<file path="config.mk">
export PLATFORM = sky130hd
export DESIGN_NAME = icy_metadata_deframer_unit_flat
export DESIGN_NICKNAME = d
export VERILOG_FILES = /design/src/hw/rtl/icymd_pkg.sv /design/src/hw/rtl/icymd_if.sv /design/src/hw/rtl/icymd_scan.sv /design/src/hw/rtl/icymd_store.sv /design/src/hw/rtl/icy_metadata_deframer_unit.sv /design/src/flat_wrapper.sv
export VERILOG_INCLUDE_DIRS = /design/src /design/src/hw/rtl
export SDC_FILE = /design/constraint.sdc
export NUM_CORES = 1
export LEC_CHECK = 0
export BUFFER_PORTS_ARGS = -buffer_cell sky130_fd_sc_hd__buf_2
export CAP_MARGIN = 20
export CORE_ASPECT_RATIO = 1.1
export CORE_UTILIZATION = 35
export CTS_CLUSTER_DIAMETER = 100
export DETAILED_ROUTE_END_ITERATION = 10
export SLEW_MARGIN = 20
export SYNTH_ARGS = -nofsm -noshare
export SYNTH_HDL_FRONTEND = slang
export SYNTH_SLANG_ARGS = --single-unit
export TNS_END_PERCENT = 50
</file>
<file path="constraint.sdc">
create_clock -name clk -period 5.53 [get_ports clk]
set_input_delay 0.8295 -clock clk [delete_from_list [all_inputs] [get_ports clk]]
set_output_delay 0.8295 -clock clk [all_outputs]
set_load 0.005 [all_outputs]
</file>
<file path="src/hw/rtl/icy_metadata_deframer_unit_assert.svh">
// assertion macros shared by the deframer rtl
// no dependencies; modules that assert expect clk and rst_n in scope
`ifndef ICY_METADATA_DEFRAMER_UNIT_ASSERT_SVH
`define ICY_METADATA_DEFRAMER_UNIT_ASSERT_SVH

`ifndef NO_ASSERTIONS

// checked outside reset
`define ICYMD_ASSERT(lbl, prop, msg) \
    lbl: assert property (@(posedge clk) disable iff (!rst_n) (prop)) else $error(msg);

// checked on every edge, reset included
`define ICYMD_ASSERT_ALWAYS(lbl, prop, msg) \
    lbl: assert property (@(posedge clk) (prop)) else $error(msg);

`else

`define ICYMD_ASSERT(lbl, prop, msg)
`define ICYMD_ASSERT_ALWAYS(lbl, prop, msg)

`endif

`endif

</file>
<file path="src/hw/rtl/icymd_pkg.sv">
// types and constants of the icy metadata deframer
// no dependencies
package icymd_pkg;

    localparam int INTERVAL_W = 20;
    localparam int META_LEFT_W = 12;

    localparam logic [3:0] KEY_LEN = 4'd13;
    localparam logic [7:0] CHAR_QUOTE = 8'h27;
    localparam logic [7:0] CHAR_S = 8'h53;
    localparam logic [7:0] CHAR_NUL = 8'h00;

    typedef enum logic [1:0] {
        KIND_AUDIO = 2'd0,
        KIND_TITLE = 2'd1,
        KIND_EMPTY = 2'd2
    } kind_t;

    typedef enum logic [1:0] {
        PH_SEARCH  = 2'd0,
        PH_CAPTURE = 2'd1,
        PH_CLOSED  = 2'd2,
        PH_STOPPED = 2'd3
    } phase_t;

    typedef struct packed {
        logic restart;
        logic scan;
    } scan_ctrl_t;

    typedef struct packed {
        logic closed_next;
        logic empty;
    } scan_stat_t;

    typedef struct packed {
        logic start;
        logic step;
    } drain_ctrl_t;

    typedef struct packed {
        logic busy;
        logic last;
    } drain_stat_t;

    // characters of StreamTitle='
    function automatic logic [7:0] key_char(input logic [3:0] pos);
        logic [7:0] ch;
        unique case (pos)
            4'd0:    ch = 8'h53;
            4'd1:    ch = 8'h74;
            4'd2:    ch = 8'h72;
            4'd3:    ch = 8'h65;
            4'd4:    ch = 8'h61;
            4'd5:    ch = 8'h6d;
            4'd6:    ch = 8'h54;
            4'd7:    ch = 8'h69;
            4'd8:    ch = 8'h74;
            4'd9:    ch = 8'h6c;
            4'd10:   ch = 8'h65;
            4'd11:   ch = 8'h3d;
            4'd12:   ch = 8'h27;
            default: ch = 8'h00;
        endcase
        return ch;
    endfunction

endpackage

</file>
<file path="src/hw/rtl/icymd_if.sv">
// channel interfaces of the icy metadata deframer
// depends on icymd_pkg for field widths
interface icymd_in_if;
    logic       valid;
    logic       ready;
    logic [7:0] data_byte;

    modport source (output valid, output data_byte, input ready);
    modport sink (input valid, input data_byte, output ready);
endinterface

interface icymd_out_if;
    logic       valid;
    logic       ready;
    logic [1:0] out_kind;
    logic [7:0] out_byte;
    logic       title_last;

    modport source (output valid, output out_kind, output out_byte, output title_last,
                    input ready);
    modport sink (input valid, input out_kind, input out_byte, input title_last,
                  output ready);
endinterface

interface icymd_cfg_if;
    logic                                valid;
    logic                                ready;
    logic [icymd_pkg::INTERVAL_W-1:0]    meta_interval;

    modport source (output valid, output meta_interval, input ready);
    modport sink (input valid, input meta_interval, output ready);
endinterface

</file>
<file path="src/hw/rtl/icymd_scan.sv">
// streaming matcher for the title key and title capture
// depends on icymd_pkg
module icymd_scan #(
    parameter int TITLE_MAX = 64,
    parameter int BLOCK_MAX = 4096,
    localparam int CW = $clog2(TITLE_MAX),
    localparam int SW = $clog2(BLOCK_MAX + 1)
) (
    input  logic                   clk,
    input  logic                   rst_n,
    input  icymd_pkg::scan_ctrl_t  ctrl,
    input  logic [7:0]             data_byte,
    output icymd_pkg::scan_stat_t  stat,
    output logic [CW-1:0]          title_count,
    output logic                   wr_en,
    output logic [7:0]             wr_data
);
    import icymd_pkg::*;

    phase_t        phase_reg, phase_next;
    logic [3:0]    match_pos_reg, match_pos_next;
    logic [CW-1:0] count_reg, count_next;
    logic [SW-1:0] seen_reg, seen_next;
    logic          scan_en;

    always_ff @(posedge clk or negedge rst_n)
    begin
        if (!rst_n)
        begin
            phase_reg     <= PH_SEARCH;
            match_pos_reg <= '0;
            count_reg     <= '0;
            seen_reg      <= '0;
        end
        else
        begin
            phase_reg     <= phase_next;
            match_pos_reg <= match_pos_next;
            count_reg     <= count_next;
            seen_reg      <= seen_next;
        end
    end

    // only the first BLOCK_MAX bytes of a block are looked at
    assign scan_en = ctrl.scan && (seen_reg < SW'(BLOCK_MAX));

    always_comb
    begin
        phase_next     = phase_reg;
        match_pos_next = match_pos_reg;
        count_next     = count_reg;
        seen_next      = seen_reg;
        wr_en          = 1'b0;
        if (ctrl.restart)
        begin
            phase_next     = PH_SEARCH;
            match_pos_next = '0;
            count_next     = '0;
            seen_next      = '0;
        end
        else if (scan_en)
        begin
            seen_next = seen_reg + SW'(1);
            unique case (phase_reg)
                PH_SEARCH:
                begin
                    if (data_byte == CHAR_NUL)
                    begin
                        phase_next = PH_STOPPED;
                    end
                    else if (data_byte == key_char(match_pos_reg))
                    begin
                        match_pos_next = match_pos_reg + 4'd1;
                        if (match_pos_reg == KEY_LEN - 4'd1)
                        begin
                            phase_next = PH_CAPTURE;
                        end
                    end
                    else
                    begin
                        // the head character occurs only once in the key
                        match_pos_next = (data_byte == CHAR_S) ? 4'd1 : 4'd0;
                    end
                end
                PH_CAPTURE:
                begin
                    if (data_byte == CHAR_NUL)
                    begin
                        phase_next = PH_STOPPED;
                    end
                    else if (data_byte == CHAR_QUOTE)
                    begin
                        phase_next = PH_CLOSED;
                    end
                    else if (count_reg < CW'(TITLE_MAX - 1))
                    begin
                        wr_en      = 1'b1;
                        count_next = count_reg + CW'(1);
                    end
                end
                PH_CLOSED, PH_STOPPED:
                begin
                end
                default:
                begin
                end
            endcase
        end
    end

    assign wr_data          = data_byte;
    assign title_count      = count_reg;
    assign stat.closed_next = (phase_next == PH_CLOSED);
    assign stat.empty       = (count_reg == '0);

endmodule

</file>
<file path="src/hw/rtl/icymd_store.sv">
// title character memory and the read side that drains a title run
// depends on icymd_pkg
module icymd_store #(
    parameter int TITLE_MAX = 64,
    localparam int CW = $clog2(TITLE_MAX),
    localparam int IW = (TITLE_MAX > 2) ? $clog2(TITLE_MAX - 1) : 1
) (
    input  logic                   clk,
    input  logic                   rst_n,
    input  logic                   wr_en,
    input  logic [CW-1:0]          wr_count,
    input  logic [7:0]             wr_data,
    input  icymd_pkg::drain_ctrl_t ctrl,
    output icymd_pkg::drain_stat_t stat,
    output logic [7:0]             rd_data
);
    import icymd_pkg::*;

    logic [7:0]    mem [0:TITLE_MAX-2];
    logic [7:0]    rd_data_reg;
    logic [IW-1:0] rd_idx_reg, rd_idx_next;
    logic          busy_reg, busy_next;
    logic [CW-1:0] count_m1;
    logic          last;

    // write address is the current fill count, length stays put while draining
    always_ff @(posedge clk)
    begin
        if (wr_en)
        begin
            mem[wr_count[IW-1:0]] <= wr_data;
        end
    end

    // read ahead on the next index so data lines up with rd_idx_reg
    always_ff @(posedge clk)
    begin
        rd_data_reg <= mem[rd_idx_next];
    end

    always_ff @(posedge clk or negedge rst_n)
    begin
        if (!rst_n)
        begin
            rd_idx_reg <= '0;
            busy_reg   <= 1'b0;
        end
        else
        begin
            rd_idx_reg <= rd_idx_next;
            busy_reg   <= busy_next;
        end
    end

    assign count_m1 = wr_count - CW'(1);
    assign last     = (rd_idx_reg == count_m1[IW-1:0]);

    always_comb
    begin
        rd_idx_next = rd_idx_reg;
        busy_next   = busy_reg;
        if (ctrl.start)
        begin
            rd_idx_next = '0;
            busy_next   = 1'b1;
        end
        else if (ctrl.step)
        begin
            if (last)
            begin
                rd_idx_next = '0;
                busy_next   = 1'b0;
            end
            else
            begin
                rd_idx_next = rd_idx_reg + IW'(1);
            end
        end
    end

    assign stat.busy = busy_reg;
    assign stat.last = last;
    assign rd_data   = rd_data_reg;

endmodule

</file>
<file path="src/hw/rtl/icy_metadata_deframer_unit.sv">
// top level of the icy metadata deframer: input register, framing counters, result register
// depends on icymd_pkg, icymd_if, icymd_scan, icymd_store and the assertion header
//
//   channel      dir  fields                             role
//   stream_in    in   data_byte                          raw stream bytes
//   result_out   out  out_kind, out_byte, title_last     audio bytes and title runs
//   cfg          in   meta_interval                      interval write, always ready
//
// one byte per cycle while audio or metadata bytes flow unstalled; the input register feeds the
// framing and matcher logic and results land in a single output register.
// the block-end byte of a closed, non-empty title stalls input while the title memory is
// read out through its registered read port, one character a cycle unless result_out stalls.
// reset clears all control state; the title memory needs no clearing.
// a stall on result_out holds the output register and backs up into the input register.
`include "icy_metadata_deframer_unit_assert.svh"

module icy_metadata_deframer_unit #(
    parameter int TITLE_MAX = 64,
    parameter int BLOCK_MAX = 4096
) (
    input  logic        clk,
    input  logic        rst_n,
    icymd_in_if.sink    stream_in,
    icymd_out_if.source result_out,
    icymd_cfg_if.sink   cfg
);
    import icymd_pkg::*;

    localparam int CW = $clog2(TITLE_MAX);

    logic [INTERVAL_W-1:0]  interval_reg, interval_next;
    logic [INTERVAL_W-1:0]  audio_left_reg, audio_left_next;
    logic [META_LEFT_W-1:0] meta_left_reg, meta_left_next;

    logic       in_valid_reg, in_valid_next;
    logic [7:0] in_byte_reg;

    logic       out_valid_reg, out_valid_next;
    kind_t      out_kind_reg, out_kind_next;
    logic [7:0] out_byte_reg, out_byte_next;
    logic       out_last_reg, out_last_next;

    logic        cfg_we, in_accept, slot_free, proc_fire;
    logic        is_audio, is_length, is_meta, block_end;
    logic        res_valid;
    kind_t       res_kind;
    logic [7:0]  res_byte;
    logic        res_last;

    scan_ctrl_t    scan_ctrl;
    scan_stat_t    scan_stat;
    drain_ctrl_t   drain_ctrl;
    drain_stat_t   drain_stat;
    logic [CW-1:0] title_count;
    logic          wr_en;
    logic [7:0]    wr_data;
    logic [7:0]    rd_data;

    assign cfg.ready = 1'b1;
    assign cfg_we    = cfg.valid;

    assign slot_free       = !out_valid_reg || result_out.ready;
    assign proc_fire       = in_valid_reg && !drain_stat.busy && slot_free;
    assign stream_in.ready = !in_valid_reg || proc_fire;
    assign in_accept       = stream_in.valid && stream_in.ready;

    assign is_audio  = (interval_reg == '0) || (audio_left_reg != '0);
    assign is_length = !is_audio && (meta_left_reg == '0);
    assign is_meta   = !is_audio && (meta_left_reg != '0);
    assign block_end = is_meta && (meta_left_reg == META_LEFT_W'(1));

    assign scan_ctrl.restart = cfg_we || (proc_fire && is_length);
    assign scan_ctrl.scan    = proc_fire && is_meta;

    assign drain_ctrl.start = proc_fire && block_end && scan_stat.closed_next
                              && !scan_stat.empty;
    assign drain_ctrl.step  = drain_stat.busy && slot_free;

    icymd_scan #(
        .TITLE_MAX(TITLE_MAX),
        .BLOCK_MAX(BLOCK_MAX)
    ) u_scan (
        .clk         (clk),
        .rst_n       (rst_n),
        .ctrl        (scan_ctrl),
        .data_byte   (in_byte_reg),
        .stat        (scan_stat),
        .title_count (title_count),
        .wr_en       (wr_en),
        .wr_data     (wr_data)
    );

    icymd_store #(
        .TITLE_MAX(TITLE_MAX)
    ) u_store (
        .clk      (clk),
        .rst_n    (rst_n),
        .wr_en    (wr_en),
        .wr_count (title_count),
        .wr_data  (wr_data),
        .ctrl     (drain_ctrl),
        .stat     (drain_stat),
        .rd_data  (rd_data)
    );

    // framing counters and the result of the byte in the input register
    always_comb
    begin
        interval_next   = interval_reg;
        audio_left_next = audio_left_reg;
        meta_left_next  = meta_left_reg;
        res_valid       = 1'b0;
        res_kind        = KIND_AUDIO;
        res_byte        = in_byte_reg;
        res_last        = 1'b0;
        if (cfg_we)
        begin
            interval_next   = cfg.meta_interval;
            audio_left_next = cfg.meta_interval;
            meta_left_next  = '0;
        end
        else if (proc_fire)
        begin
            priority if (is_audio)
            begin
                res_valid = 1'b1;
                if (interval_reg != '0)
                begin
                    audio_left_next = audio_left_reg - INTERVAL_W'(1);
                end
            end
            else if (is_length)
            begin
                meta_left_next = {in_byte_reg, 4'b0000};
                if (in_byte_reg == 8'h00)
                begin
                    audio_left_next = interval_reg;
                end
            end
            else
            begin
                meta_left_next = meta_left_reg - META_LEFT_W'(1);
                if (block_end)
                begin
                    audio_left_next = interval_reg;
                    if (scan_stat.closed_next && scan_stat.empty)
                    begin
                        res_valid = 1'b1;
                        res_kind  = KIND_EMPTY;
                        res_byte  = 8'h00;
                        res_last  = 1'b1;
                    end
                end
            end
        end
    end

    always_comb
    begin
        out_valid_next = out_valid_reg;
        out_kind_next  = out_kind_reg;
        out_byte_next  = out_byte_reg;
        out_last_next  = out_last_reg;
        if (result_out.ready)
        begin
            out_valid_next = 1'b0;
        end
        if (drain_ctrl.step)
        begin
            out_valid_next = 1'b1;
            out_kind_next  = KIND_TITLE;
            out_byte_next  = rd_data;
            out_last_next  = drain_stat.last;
        end
        else if (res_valid)
        begin
            out_valid_next = 1'b1;
            out_kind_next  = res_kind;
            out_byte_next  = res_byte;
            out_last_next  = res_last;
        end
    end

    always_comb
    begin
        in_valid_next = in_valid_reg;
        if (in_accept)
        begin
            in_valid_next = 1'b1;
        end
        else if (proc_fire)
        begin
            in_valid_next = 1'b0;
        end
    end

    always_ff @(posedge clk or negedge rst_n)
    begin
        if (!rst_n)
        begin
            interval_reg   <= '0;
            audio_left_reg <= '0;
            meta_left_reg  <= '0;
            in_valid_reg   <= 1'b0;
            out_valid_reg  <= 1'b0;
        end
        else
        begin
            interval_reg   <= interval_next;
            audio_left_reg <= audio_left_next;
            meta_left_reg  <= meta_left_next;
            in_valid_reg   <= in_valid_next;
            out_valid_reg  <= out_valid_next;
        end
    end

    always_ff @(posedge clk)
    begin
        if (in_accept)
        begin
            in_byte_reg <= stream_in.data_byte;
        end
        out_kind_reg <= out_kind_next;
        out_byte_reg <= out_byte_next;
        out_last_reg <= out_last_next;
    end

    assign result_out.valid      = out_valid_reg;
    assign result_out.out_kind   = out_kind_reg;
    assign result_out.out_byte   = out_byte_reg;
    assign result_out.title_last = out_last_reg;

    `ICYMD_ASSERT(a_meta_excludes_audio, (meta_left_reg != '0) |-> (audio_left_reg == '0), "metadata block open while audio bytes remain")
    `ICYMD_ASSERT(a_drain_starts, drain_ctrl.start |=> drain_stat.busy, "title run did not start draining")
    `ICYMD_ASSERT(a_drain_ends, (drain_ctrl.step && drain_stat.last) |=> !drain_stat.busy, "title run kept draining after its last character")
    `ICYMD_ASSERT(a_marker_last, (out_valid_reg && (out_kind_reg == KIND_EMPTY)) |-> out_last_reg, "empty title marker without last flag")
    `ICYMD_ASSERT(a_no_input_in_drain, drain_stat.busy |-> !scan_ctrl.scan, "input byte processed during a title run")

endmodule
</file>
<file path="src/flat_wrapper.sv">
// flat-port wrapper written by rule: the top's interface ports become plain ports
module icy_metadata_deframer_unit_flat import icymd_pkg::*;
#(
    parameter int TITLE_MAX = 64,
    parameter int BLOCK_MAX = 4096
)
  (clk, rst_n, stream_in_valid, stream_in_data_byte, stream_in_ready, result_out_valid, result_out_out_kind, result_out_out_byte, result_out_title_last, result_out_ready, cfg_valid, cfg_meta_interval, cfg_ready);
  icymd_in_if stream_in_i ();
  icymd_out_if result_out_i ();
  icymd_cfg_if cfg_i ();
  input  logic clk;
  input  logic rst_n;
  input wire logic [$bits(stream_in_i.valid)-1:0] stream_in_valid;
  input wire logic [$bits(stream_in_i.data_byte)-1:0] stream_in_data_byte;
  output wire logic [$bits(stream_in_i.ready)-1:0] stream_in_ready;
  output wire logic [$bits(result_out_i.valid)-1:0] result_out_valid;
  output wire logic [$bits(result_out_i.out_kind)-1:0] result_out_out_kind;
  output wire logic [$bits(result_out_i.out_byte)-1:0] result_out_out_byte;
  output wire logic [$bits(result_out_i.title_last)-1:0] result_out_title_last;
  input wire logic [$bits(result_out_i.ready)-1:0] result_out_ready;
  input wire logic [$bits(cfg_i.valid)-1:0] cfg_valid;
  input wire logic [$bits(cfg_i.meta_interval)-1:0] cfg_meta_interval;
  output wire logic [$bits(cfg_i.ready)-1:0] cfg_ready;
  assign stream_in_i.valid = stream_in_valid;
  assign stream_in_i.data_byte = stream_in_data_byte;
  assign stream_in_ready = stream_in_i.ready;
  assign result_out_valid = result_out_i.valid;
  assign result_out_out_kind = result_out_i.out_kind;
  assign result_out_out_byte = result_out_i.out_byte;
  assign result_out_title_last = result_out_i.title_last;
  assign result_out_i.ready = result_out_ready;
  assign cfg_i.valid = cfg_valid;
  assign cfg_i.meta_interval = cfg_meta_interval;
  assign cfg_ready = cfg_i.ready;
  icy_metadata_deframer_unit #(.TITLE_MAX(TITLE_MAX), .BLOCK_MAX(BLOCK_MAX)) u_core (.clk(clk), .rst_n(rst_n), .stream_in(stream_in_i), .result_out(result_out_i), .cfg(cfg_i));
endmodule
</file>
==> qor.csv <==
stage,metric,value,unit
clock_network,Bufs on Longest Clock Path,3,
routing,DR WL met3,7596,um
routing,ratio of routed vias to standard cells,5.773,
outcome,status,"complete, no violations",
clock_network,CTS tree,done,
flow_run,Max Cap Viol,0,
layout,filler cell count,7102,
clock_network,Root Buffer,clkbuf_16,
power_and_ir_drop,Leakage,10.51,nW
routing,DRC,0,
synthesis,Synth async-reset ratio,13.94,%
sta,Worst slew margin,23.58,%
synthesis,Synth cell types,88,
sta,Tmin final,5.346,ns
synthesis,post-synth top area share,58.70,%
placed_design,HPWL Detailed,58210,um
floorplanning,total die area,0.07726,sq mm
power_and_ir_drop,switching pwr,7.277,mW
synthesis,synthesized area per cell,12.08,sq um
placed_design,Placer Congestion,0.9816,
sta,Final setup violation count,0,
layout,Final Instance Area,0.03041,sq mm
placed_design,I/O Buffers,45,
global_routing,largest net degree at the start of global routing,77,
layout,synthesis-to-layout area growth,14.08,%
routing,WL final,88880,um
sta,setup_tns,0,ns
sta,Slew @ Worst Pin,1.143,ns
sta,FMAX,187.0,MHz
routing,post-route ant nets,0,
floorplanning,die boundary height,291.4,um
routing,top layer in use,met4,
routing,wire length on met2,40650,um
global_routing,GRT Residual Overflow,0,
power_and_ir_drop,clock network fraction of total power,24.8,%
routing,post-DR wirelength/cell,26.58,um
synthesis,sequential share of the synthesized area,67.52,%
worst_setup_path,kind of critical path,reg2reg,
power_and_ir_drop,cell-internal power,9.788,mW
worst_setup_path,Worst Path Max Fanout,15,
layout,# diodes,0,
synthesis,syn nets,2253,
synthesis,"Top FF cell, synth",edfxtp_1,
worst_setup_path,"Req. time, crit path",6.00,ns
power_and_ir_drop,Net Sw Frac,42.64,%
floorplanning,Row Count,105,
global_routing,Total GRT Usage,22.73,%
global_routing,first-pass GRT wire length,128600,um
routing,Metal-1 WL,36240,um
min_path,worst hold-check path type,in2async,
clock_network,CTS buffer count,60,
worst_setup_path,startpoint types,flip-flop,
layout,final-stage net count,2323,
clock_network,# clock sinks,617,
layout,share of layout cells above drive strength 1,12.03,%
clock_network,Clock Latency Late Sink,0.67,ns
placed_design,placed cell areas,0.02837,sq mm
global_routing,initial antenna violation count,0,
floorplanning,Die Width,265.1,um
clock_network,Clock transition at path regs,0.07,ns
sta,endpoints failing hold,0,
floorplanning,IO Pins,47,
floorplanning,core area,0.07502,sq mm
power_and_ir_drop,Combinational Power Share,42.5,%
synthesis,yosys warns,0,
floorplanning,starting density of the core,35.53,%
clock_network,# resized after CTS,0,
routing,detailed router's first-iteration violation count,2334,
worst_setup_path,WP data arrival,5.82,ns
synthesis,Netlist Area Pre-Place,0.02665,sq mm
clock_network,hold_buf cts,0,
synthesis,largest cells by area after synthesis,"edfxtp_1, dfrtp_1, nand2_1",
synthesis,cell count after synthesis,2207,
worst_setup_path,CP Capture Type,flip-flop,
power_and_ir_drop,Max IR drop VDD,0.3546,mV
sta,max-slew violations,0,
clock_network,setup repair bufs after CTS,0,
power_and_ir_drop,pwr dens,561.2,mW/mm^2
sta,Clock Skew,0.04095,ns
layout,multi-input logic area,0.007969,sq mm
sta,fin crit share,96.68,%
layout,Sequential Area,0.01800,sq mm
synthesis,most instantiated cells after synthesis,"edfxtp_1, nand2_1, nor2_1",
sta,RSZ-0062 raised after global routing,no,
power_and_ir_drop,Seq pwr share,32.7,%
layout,number of flip-flops in the largest register,504,
routing,Vias,19310,
clock_network,# H-tree levels,2,
synthesis,"EDFF count, synth",521,
global_routing,vias in the first global route,18590,
synthesis,Synth area leader,edfxtp_1,
synthesis,Synth Register Bits,617,
synthesis,"count leader, synth",edfxtp_1,
routing,drt first pass iters,6,
==> placed cells by master, fill, tap and decap left out, drive strengths merged, types with 7 or more instances in the layout <==
cell type | netlist | routed
clkinv | 0 | 27
a31oi | 42 | 42
a2111oi | 8 | 8
dfrtp | 86 | 86
a32oi | 9 | 9
o31ai | 14 | 14
a221oi | 7 | 7
and2 | 15 | 15
and3 | 23 | 23
nor4 | 19 | 19
ha | 13 | 13
a22oi | 12 | 12
mux2 | 18 | 18
or3 | 14 | 14
dfxtp | 10 | 10
xor2 | 16 | 16
nand2 | 354 | 354
nand3 | 84 | 84
inv | 51 | 53
a21boi | 10 | 10
edfxtp | 521 | 521
mux2i | 40 | 40
o21ai | 106 | 106
buf | 66 | 134
xnor2 | 14 | 14
bufinv | 0 | 8
a21oi | 106 | 106
clkbuf | 60 | 70
nand4 | 20 | 20
o22ai | 27 | 27
nor2 | 239 | 239
o211ai | 18 | 18
nor3 | 36 | 36
o311ai | 15 | 15
a211oi | 29 | 29
nand2b | 7 | 7
==> worst paths after layout <==
path,from,endpoint,slack (ns),depth (start not counted)
min reg2reg,u_core.result_out.out_kind[0]$_SDFFE_PP1P_,u_core.result_out.out_kind[0]$_SDFFE_PP1P_,0.45,2
max in group asynchronous,rst_n,u_core.interval_reg[10]$_DFFE_PN0P_,4.46,3
min,rst_n,u_core.u_store.rd_idx_reg[0]$_DFF_PN0_,0.02,1
max,u_core.u_scan.title_count[2]$_DFFE_PN0P_,u_core.u_store.rd_data[5]$_DFF_P_,0.18,11
max reg2reg,u_core.u_scan.title_count[2]$_DFFE_PN0P_,u_core.u_store.rd_data[5]$_DFF_P_,0.18,11
min in group clk,stream_in_data_byte[3],u_core.in_byte_reg[3]$_DFFE_PP_,0.34,1
==> through the flow <==
stage,hold slack (ns),power [mW],setup slack (ns),std cells,util [%]
final,0.01913,17.07,0.1836,3344,40.53
after global routing,0.01462,17.59,0.2862,3344,40.53
after CTS,0.002310,16.92,0.4899,3343,40.51
after detailed placement,0.4417,12.70,0.3847,3230,37.82
after global placement,0.4357,12.70,0.3444,3230,37.81
after floorplan,0.4388,9.548,1.714,2207,-
==> critical path: stages (launching register included) <==
cell and delay (ns):
dfrtp_1 0.53, or3_1 0.74, xnor2_1 0.28, and4b_1 0.40, a2111oi_2 0.60, a221o_1 0.31
buf_4 0.22, nand2_2 0.22, inv_2 0.36, nand2_1 0.29, o32ai_1 1.03, o31ai_1 0.16
==> routing by layer <==
layer	up-vias	global-route usage [%]
li1	8346	-
met1	9728	30.88
met2	1040	35.61
met3	191	3.714
met4	0	10.52
met5	-	0
==> area by class of cell <==
cell class,count,area share [%]
Sequential cell,617,59.19
Multi-Input combinational cell,1413,26.21
Clock buffer,70,5.061
Tap cell,1016,4.181
Timing Repair Buffer,134,3.152
Clock inverter,43,1.580
Inverter,51,0.6296
==> logic make-up (layout without fill, tap and decap cells) <==
group | Yosys count | in the layout | synth area share [%]
AND/OR/NAND/NOR | 840 | 840 | 13.85
flip-flops | 617 | 617 | 67.52
AO/OA/AOI/OAI | 469 | 469 | 11.77
buffers and inverters | 177 | 298 | 2.812
multiplexers | 60 | 60 | 2.432
XOR/XNOR | 30 | 30 | 0.9858
adder cells (fa/ha/maj) | 13 | 13 | 0.6103
other | 1 | 1 | 0.01407
==> power groups by stage <==
stage,logic (mW),registers [mW],clock network (mW)
floorplan,3.90,5.64,0
global placement,7.04,5.66,0
detailed placement,7.05,5.66,0
CTS,7.09,5.56,4.27
global route,7.57,5.58,4.44
finish,7.26,5.58,4.23
Power figures use the tool's default switching activity.
